`config.mk`:
```
export PLATFORM = sky130hd
export DESIGN_NAME = sts_ctrl
export DESIGN_NICKNAME = d
export VERILOG_FILES = /design/src/rtl/sts_pkg.sv /design/src/rtl/sts_ctrl.sv
export SDC_FILE = /design/constraint.sdc
export NUM_CORES = 1
export LEC_CHECK = 0
export ABC_AREA = 1
export BUFFER_PORTS_ARGS = -buffer_cell sky130_fd_sc_hd__buf_4
export CELL_PAD_IN_SITES_DETAIL_PLACEMENT = 1
export CELL_PAD_IN_SITES_GLOBAL_PLACEMENT = 2
export CORE_MARGIN = 2
export CORE_UTILIZATION = 19
export CTS_CLUSTER_DIAMETER = 50
export DETAILED_ROUTE_END_ITERATION = 12
export MAX_ROUTING_LAYER = met4
export PLACE_DENSITY = 0.76
export SETUP_SLACK_MARGIN = 0.1
export SKIP_LAST_GASP = 1
export SLEW_MARGIN = 15
export SYNTH_ARGS = -nofsm -noshare
export SYNTH_HDL_FRONTEND = slang
export SYNTH_SLANG_ARGS = --single-unit
```
`constraint.sdc`:
```
create_clock -name clk -period 1.05 [get_ports clk]
set_clock_uncertainty 0.05 [all_clocks]
set_input_delay 0 -clock clk [delete_from_list [all_inputs] [get_ports clk]]
set_output_delay 0 -clock clk [all_outputs]
set_load 0.05 [all_outputs]
```
`src/rtl/sts_pkg.sv`:
```
// ----------------------------------------------------------------------------
// sts_pkg
// Shared types and constants for the sorted table search block: field
// widths, operation and status codes, and the controller/datapath bundles.
// ----------------------------------------------------------------------------
package sts_pkg;

  localparam int DEFAULT_DEPTH = 1024;
  localparam int MODE_W        = 2;
  localparam int IDX_W         = 10;
  localparam int DATA_W        = 64;
  localparam int LEN_CFG_W     = 11;
  localparam int STATUS_W      = 3;

  typedef enum logic [MODE_W-1:0] {
    MODE_WRITE   = 2'd0,
    MODE_LINEAR  = 2'd1,
    MODE_BINARY  = 2'd2,
    MODE_BRACKET = 2'd3
  } mode_t;

  typedef enum logic [STATUS_W-1:0] {
    ST_OK        = 3'd0,
    ST_EMPTY     = 3'd1,
    ST_NOT_FOUND = 3'd2,
    ST_BELOW     = 3'd3,
    ST_ABOVE     = 3'd4
  } status_t;

  // Source of the table read address.
  typedef enum logic [1:0] {
    RD_LIN   = 2'd0,
    RD_FIRST = 2'd1,
    RD_LAST  = 2'd2,
    RD_MID   = 2'd3
  } rd_src_t;

  // Source of the index fields of a result.
  typedef enum logic [1:0] {
    RES_ZERO    = 2'd0,
    RES_LIN     = 2'd1,
    RES_MID     = 2'd2,
    RES_BRACKET = 2'd3
  } res_sel_t;

  typedef struct packed {
    logic     capture;
    logic     mem_write;
    logic     rd_en;
    rd_src_t  rd_src;
    logic     lin_adv;
    logic     bin_lo;
    logic     bin_hi;
    logic     res_valid;
    status_t  res_status;
    res_sel_t res_sel;
  } dp_cmd_t;

  typedef struct packed {
    logic len_zero;
    logic lin_end;
    logic lin_hit;
    logic lo_gt_hi;
    logic t_eq;
    logic t_lt;
    logic t_gt;
    logic mid_zero;
    logic bracket;
  } dp_stat_t;

endpackage

```
`src/rtl/sts_ctrl.sv`:
```
// ----------------------------------------------------------------------------
// sts_ctrl
// Sequencer for the table operations: write, linear scan, exact binary
// search and bracketing search with its range checks.
// ----------------------------------------------------------------------------
module sts_ctrl import sts_pkg::*; (
  input  logic              clk,
  input  logic              rst,
  input  logic              start,
  input  logic [MODE_W-1:0] mode,
  input  dp_stat_t          stat,
  output dp_cmd_t           cmd,
  output logic              busy
);

  typedef enum logic [5:0] {
    S_IDLE      = 6'b000001,
    S_LIN       = 6'b000010,
    S_CHK_FIRST = 6'b000100,
    S_CHK_LAST  = 6'b001000,
    S_BRD       = 6'b010000,
    S_BCMP      = 6'b100000
  } state_t;

  state_t state;
  state_t state_next;

  assign busy = (state != S_IDLE);

  always_ff @(posedge clk) begin
    if (rst) begin
      state <= S_IDLE;
    end else begin
      state <= state_next;
    end
  end

  always_comb begin
    cmd        = '0;
    state_next = state;
    case (state)
      S_IDLE: begin
        if (start) begin
          cmd.capture = 1'b1;
          if (mode_t'(mode) == MODE_WRITE) begin
            cmd.mem_write  = 1'b1;
            cmd.res_valid  = 1'b1;
            cmd.res_status = ST_OK;
            cmd.res_sel    = RES_ZERO;
          end else if (stat.len_zero) begin
            cmd.res_valid  = 1'b1;
            cmd.res_status = ST_EMPTY;
            cmd.res_sel    = RES_ZERO;
          end else begin
            case (mode_t'(mode))
              MODE_LINEAR: state_next = S_LIN;
              MODE_BINARY: state_next = S_BRD;
              MODE_BRACKET: begin
                cmd.rd_en  = 1'b1;
                cmd.rd_src = RD_FIRST;
                state_next = S_CHK_FIRST;
              end
              default: state_next = S_IDLE;
            endcase
          end
        end
      end
      // One read is issued per cycle while the previous entry is compared.
      // Once the counter reaches the length, the last entry is the one being
      // compared, so a miss there ends the scan.
      S_LIN: begin
        if (stat.lin_hit) begin
          cmd.res_valid  = 1'b1;
          cmd.res_status = ST_OK;
          cmd.res_sel    = RES_LIN;
          state_next     = S_IDLE;
        end else if (!stat.lin_end) begin
          cmd.rd_en   = 1'b1;
          cmd.rd_src  = RD_LIN;
          cmd.lin_adv = 1'b1;
        end else begin
          cmd.res_valid  = 1'b1;
          cmd.res_status = ST_NOT_FOUND;
          cmd.res_sel    = RES_ZERO;
          state_next     = S_IDLE;
        end
      end
      S_CHK_FIRST: begin
        if (stat.t_gt) begin
          cmd.res_valid  = 1'b1;
          cmd.res_status = ST_BELOW;
          cmd.res_sel    = RES_ZERO;
          state_next     = S_IDLE;
        end else begin
          cmd.rd_en  = 1'b1;
          cmd.rd_src = RD_LAST;
          state_next = S_CHK_LAST;
        end
      end
      S_CHK_LAST: begin
        if (stat.t_lt) begin
          cmd.res_valid  = 1'b1;
          cmd.res_status = ST_ABOVE;
          cmd.res_sel    = RES_ZERO;
          state_next     = S_IDLE;
        end else begin
          state_next = S_BRD;
        end
      end
      S_BRD: begin
        if (stat.lo_gt_hi) begin
          cmd.res_valid = 1'b1;
          if (stat.bracket) begin
            cmd.res_status = ST_OK;
            cmd.res_sel    = RES_BRACKET;
          end else begin
            cmd.res_status = ST_NOT_FOUND;
            cmd.res_sel    = RES_ZERO;
          end
          state_next = S_IDLE;
        end else begin
          cmd.rd_en  = 1'b1;
          cmd.rd_src = RD_MID;
          state_next = S_BCMP;
        end
      end
      S_BCMP: begin
        if (stat.t_eq) begin
          cmd.res_valid  = 1'b1;
          cmd.res_status = ST_OK;
          cmd.res_sel    = RES_MID;
          state_next     = S_IDLE;
        end else if (stat.t_lt) begin
          cmd.bin_lo = 1'b1;
          state_next = S_BRD;
        end else if (stat.mid_zero) begin
          // The midpoint is already at index zero, so the search stops here.
          cmd.res_valid = 1'b1;
          if (stat.bracket) begin
            cmd.res_status = ST_OK;
            cmd.res_sel    = RES_BRACKET;
          end else begin
            cmd.res_status = ST_NOT_FOUND;
            cmd.res_sel    = RES_ZERO;
          end
          state_next = S_IDLE;
        end else begin
          cmd.bin_hi = 1'b1;
          state_next = S_BRD;
        end
      end
      default: state_next = S_IDLE;
    endcase
  end

endmodule

```
==> results.txt <==
largest net degree at the start of global routing -> 7
Via-to-Cell Ratio -> 4.35
biggest regs -> state (6)
Hold Path Depth -> 4
Syn. warnings -> 0
Reg with most FFs -> state
sw frac -> 0.418
Max Cap Viol -> 0
CP Buf/Inv Count -> 1
Worst VDD drop -> 617 uV
initial DRC count -> 11
Die W -> 62.0 um
drt pass-1 iters -> 4
Final Non-Filler Cells -> 215
Routed met2 length -> 1.47 mm
share of layout cells above drive strength 1 -> 0.627
Final Hold Violating Endpoints -> 0
Avg Inst Size Synth -> 5.92 sq um
worst reg2reg setup slack -> -360 ps
RSZ-0062 raised after global routing -> true
fill count -> 409
Detailed Route WL -> 2.63 mm
final RePlAce weighted congestion -> 0.774
Setup violations, final -> 21
cell count after placement -> 202
CORE AREA -> 3280 sq um
max reg flops -> 6
Post-synth ARST share -> 0
min-delay src -> stat[5]
Hold Path Class -> input pin to register
Synth cell types -> 23
# port buffers -> 28
worst reg2reg path endpoint -> state[0]
cell internal pwr -> 749 uW
Via Count -> 936
I/O pins -> 29
row cnt -> 21
area after detailed placement -> 1160 sq um
Initial Util -> 0.195
worst slew pin tran -> 369 ps
Final period util -> 1.50
post-synthesis register bit count -> 6
GR Overflow Total -> 0
CTS tree -> built
hold endpoint -> state[5]
CTS H-Tree Depth -> 1
Final min period -> 1580 ps
die area -> 3850 sq um
WL met3 -> 81 um
Final ANT Viol Nets -> 0
leak pwr -> 0.732 nW
CP startpoint kind -> register
Top FF cell, synth -> dfxtp_1
Req. time, crit path -> 1000 ps
diode count -> 0
Worst-Skew Late Latency -> 240 ps
number of flops mapped to enable cells by yosys -> 0
root buffer cell -> clkbuf_4
WL/cell -> 12.2 um
# DRC -> 0
Detail Placement HPWL -> 2.17 mm
Slowest-stage cell, CP -> dfxtp_2
worst-path maximum fanout -> 4
cell area after synthesis -> 639 sq um
Worst setup EP type -> primary output
detailed-routing wirelength on met1 -> 990 um
CP delay by family, top -> simple AND/OR/NAND/NOR gates
relative slew slack -> 0.751
Area Growth Syn to Fin -> 120%
Worst Path Class, Setup -> register to primary output
die height -> 62.0 um
Psw -> 539 uW
status -> complete, but fails checks
Longest Clk Path Bufs -> 2
CTS buffer count -> 3
Seq pwr share -> 0.202
Register-to-Register Path Depth -> 10
crit path cell chain -> nor2_4 -> nand2_2 -> nor2_4 -> nand2_1 -> nand2_1 -> nor2_1 -> o211ai_1 -> buf_4
crit path DAT -> 1530 ps
global-route wire length before repair -> 4.19 mm
FMAX -> 633 MHz
hold_ws -> 65.2 ps
worst stage delay on the critical path -> 340 ps
Highest Signal Layer -> met4
sequential cell area fraction in the yosys report -> 0.188
origin of the critical flop-to-flop path -> state[5]
nets -> 185
Setup WS post-layout -> -530 ps
Gate power share -> 0.633
Clock power frac -> 0.165
fin area -> 1410 sq um
Final Max Tran Viols -> 0
Worst-path clk slew -> 40 ps
PwrDens -> 917 nW/um^2
GRT Total Usage -> 0.158
Post-Synthesis Cells -> 108
Core Util, Final -> 0.428
failing checks -> negative setup slack
initial antenna violation count -> 0
syn nets -> 122
Sink Count -> 6
vias in the first global route -> 975
[routing by layer]
metal | vias up | GRT usage
met5 | - | -
met4 | 0 | 0.0912
met3 | 8 | 0.0166
met2 | 28 | 0.298
met1 | 427 | 0.154
li1 | 473 | -
[power by group through the flow]
stage / combinational, mW / clock [mW] / sequential (mW)
2_1_floorplan: 0.371 / 0 / 0.265
3_3_place_gp: 0.591 / 0 / 0.267
3_5_place_dp: 0.601 / 0 / 0.268
4_1_cts: 0.747 / 0.221 / 0.261
5_1_grt: 0.876 / 0.241 / 0.262
6_report: 0.816 / 0.212 / 0.260
[worst register-to-register path, stage by stage (launching register included)]
cell and delay (ps):
dfxtp_4 350, nor2_4 150, inv_1 70, nor2_2 100, buf_4 110, buf_4 90
o21ai_1 70, nand3_1 120, nand3_2 80, nand2_1 60, nand2_1 40
[synth_stat cells (2+ instances only)]
cell type  number  share of area
dfxtp_1         6           0.19
o21ai_1         3          0.023
nor2_4          2          0.035
nand3_1         5          0.039
nor2_1         15          0.088
inv_1          21           0.12
o21ai_0         4          0.031
nand2_1        19           0.11
nand3_2         4          0.063
nand4_1         7          0.068
nand2_2         4          0.039
inv_2           3          0.018
nor3_1          3          0.023
nor2_2          3          0.029
[cell families after synthesis]
| logic type | after synthesis | share of synthesized area |
|---|---|---|
| compound gates | 10 | 0.0861 |
| buf+inv | 25 | 0.147 |
| flops | 6 | 0.188 |
| simple gates | 67 | 0.579 |
[worst max path at each step]
| stage | end | startpoint | cells after the start |
|---|---|---|---|
| floorplan | cmd[5] | state[4] | 5 |
| global placement | cmd[11] | state[4] | 6 |
| detailed placement | cmd[11] | state[4] | 6 |
| CTS | cmd[5] | state[5] | 5 |
| global route | cmd[5] | state[3] | 8 |
| finish | cmd[5] | state[3] | 8 |
[layout by cell type (no fill, tap or decap), drive strengths merged]
cell type / count
clkbuf: 3
inv: 24
nand2: 23
nand3b: 1
clkinv: 1
nand3: 9
dlygate4sd3: 1
nor3: 4
o31ai: 1
a21oi: 1
nand4: 8
buf: 57
nor4: 1
nor2: 20
nor3b: 1
o21ai: 7
dfxtp: 6
o211ai: 1
[timing repair]
action / CTS / global route
setup buffers: 6 / 5
hold buffers: 1 / 0
gates resized for setup: 28 / 6
setup endpoints to repair: 21 / 21
pin swaps: 12 / 5
endpoints found under the hold margin: 6 / 0
[cell type report]
class / instances / area, sq um / area share
Multi-Input combinational cell: 77 / 579 / 0.412
Sequential cell: 6 / 133 / 0.0944
Inverter: 25 / 98.8 / 0.0703
Clock buffer: 3 / 22.5 / 0.0160
Tap cell: 46 / 57.6 / 0.0410
Timing Repair Buffer: 58 / 514 / 0.366
[metrics by stage]
| stage | power [mW] | setup TNS, ps | worst slack, ps |
|---|---|---|---|
| detailed placement | 0.869 | -4580 | -343 |
| finish | 1.29 | -8110 | -530 |
| global placement | 0.858 | -4060 | -352 |
| CTS | 1.23 | -8430 | -548 |
| global route | 1.38 | -10010 | -621 |
| floorplan | 0.636 | -4930 | -712 |
No activity file was read; power rests on OpenSTA's default activity.
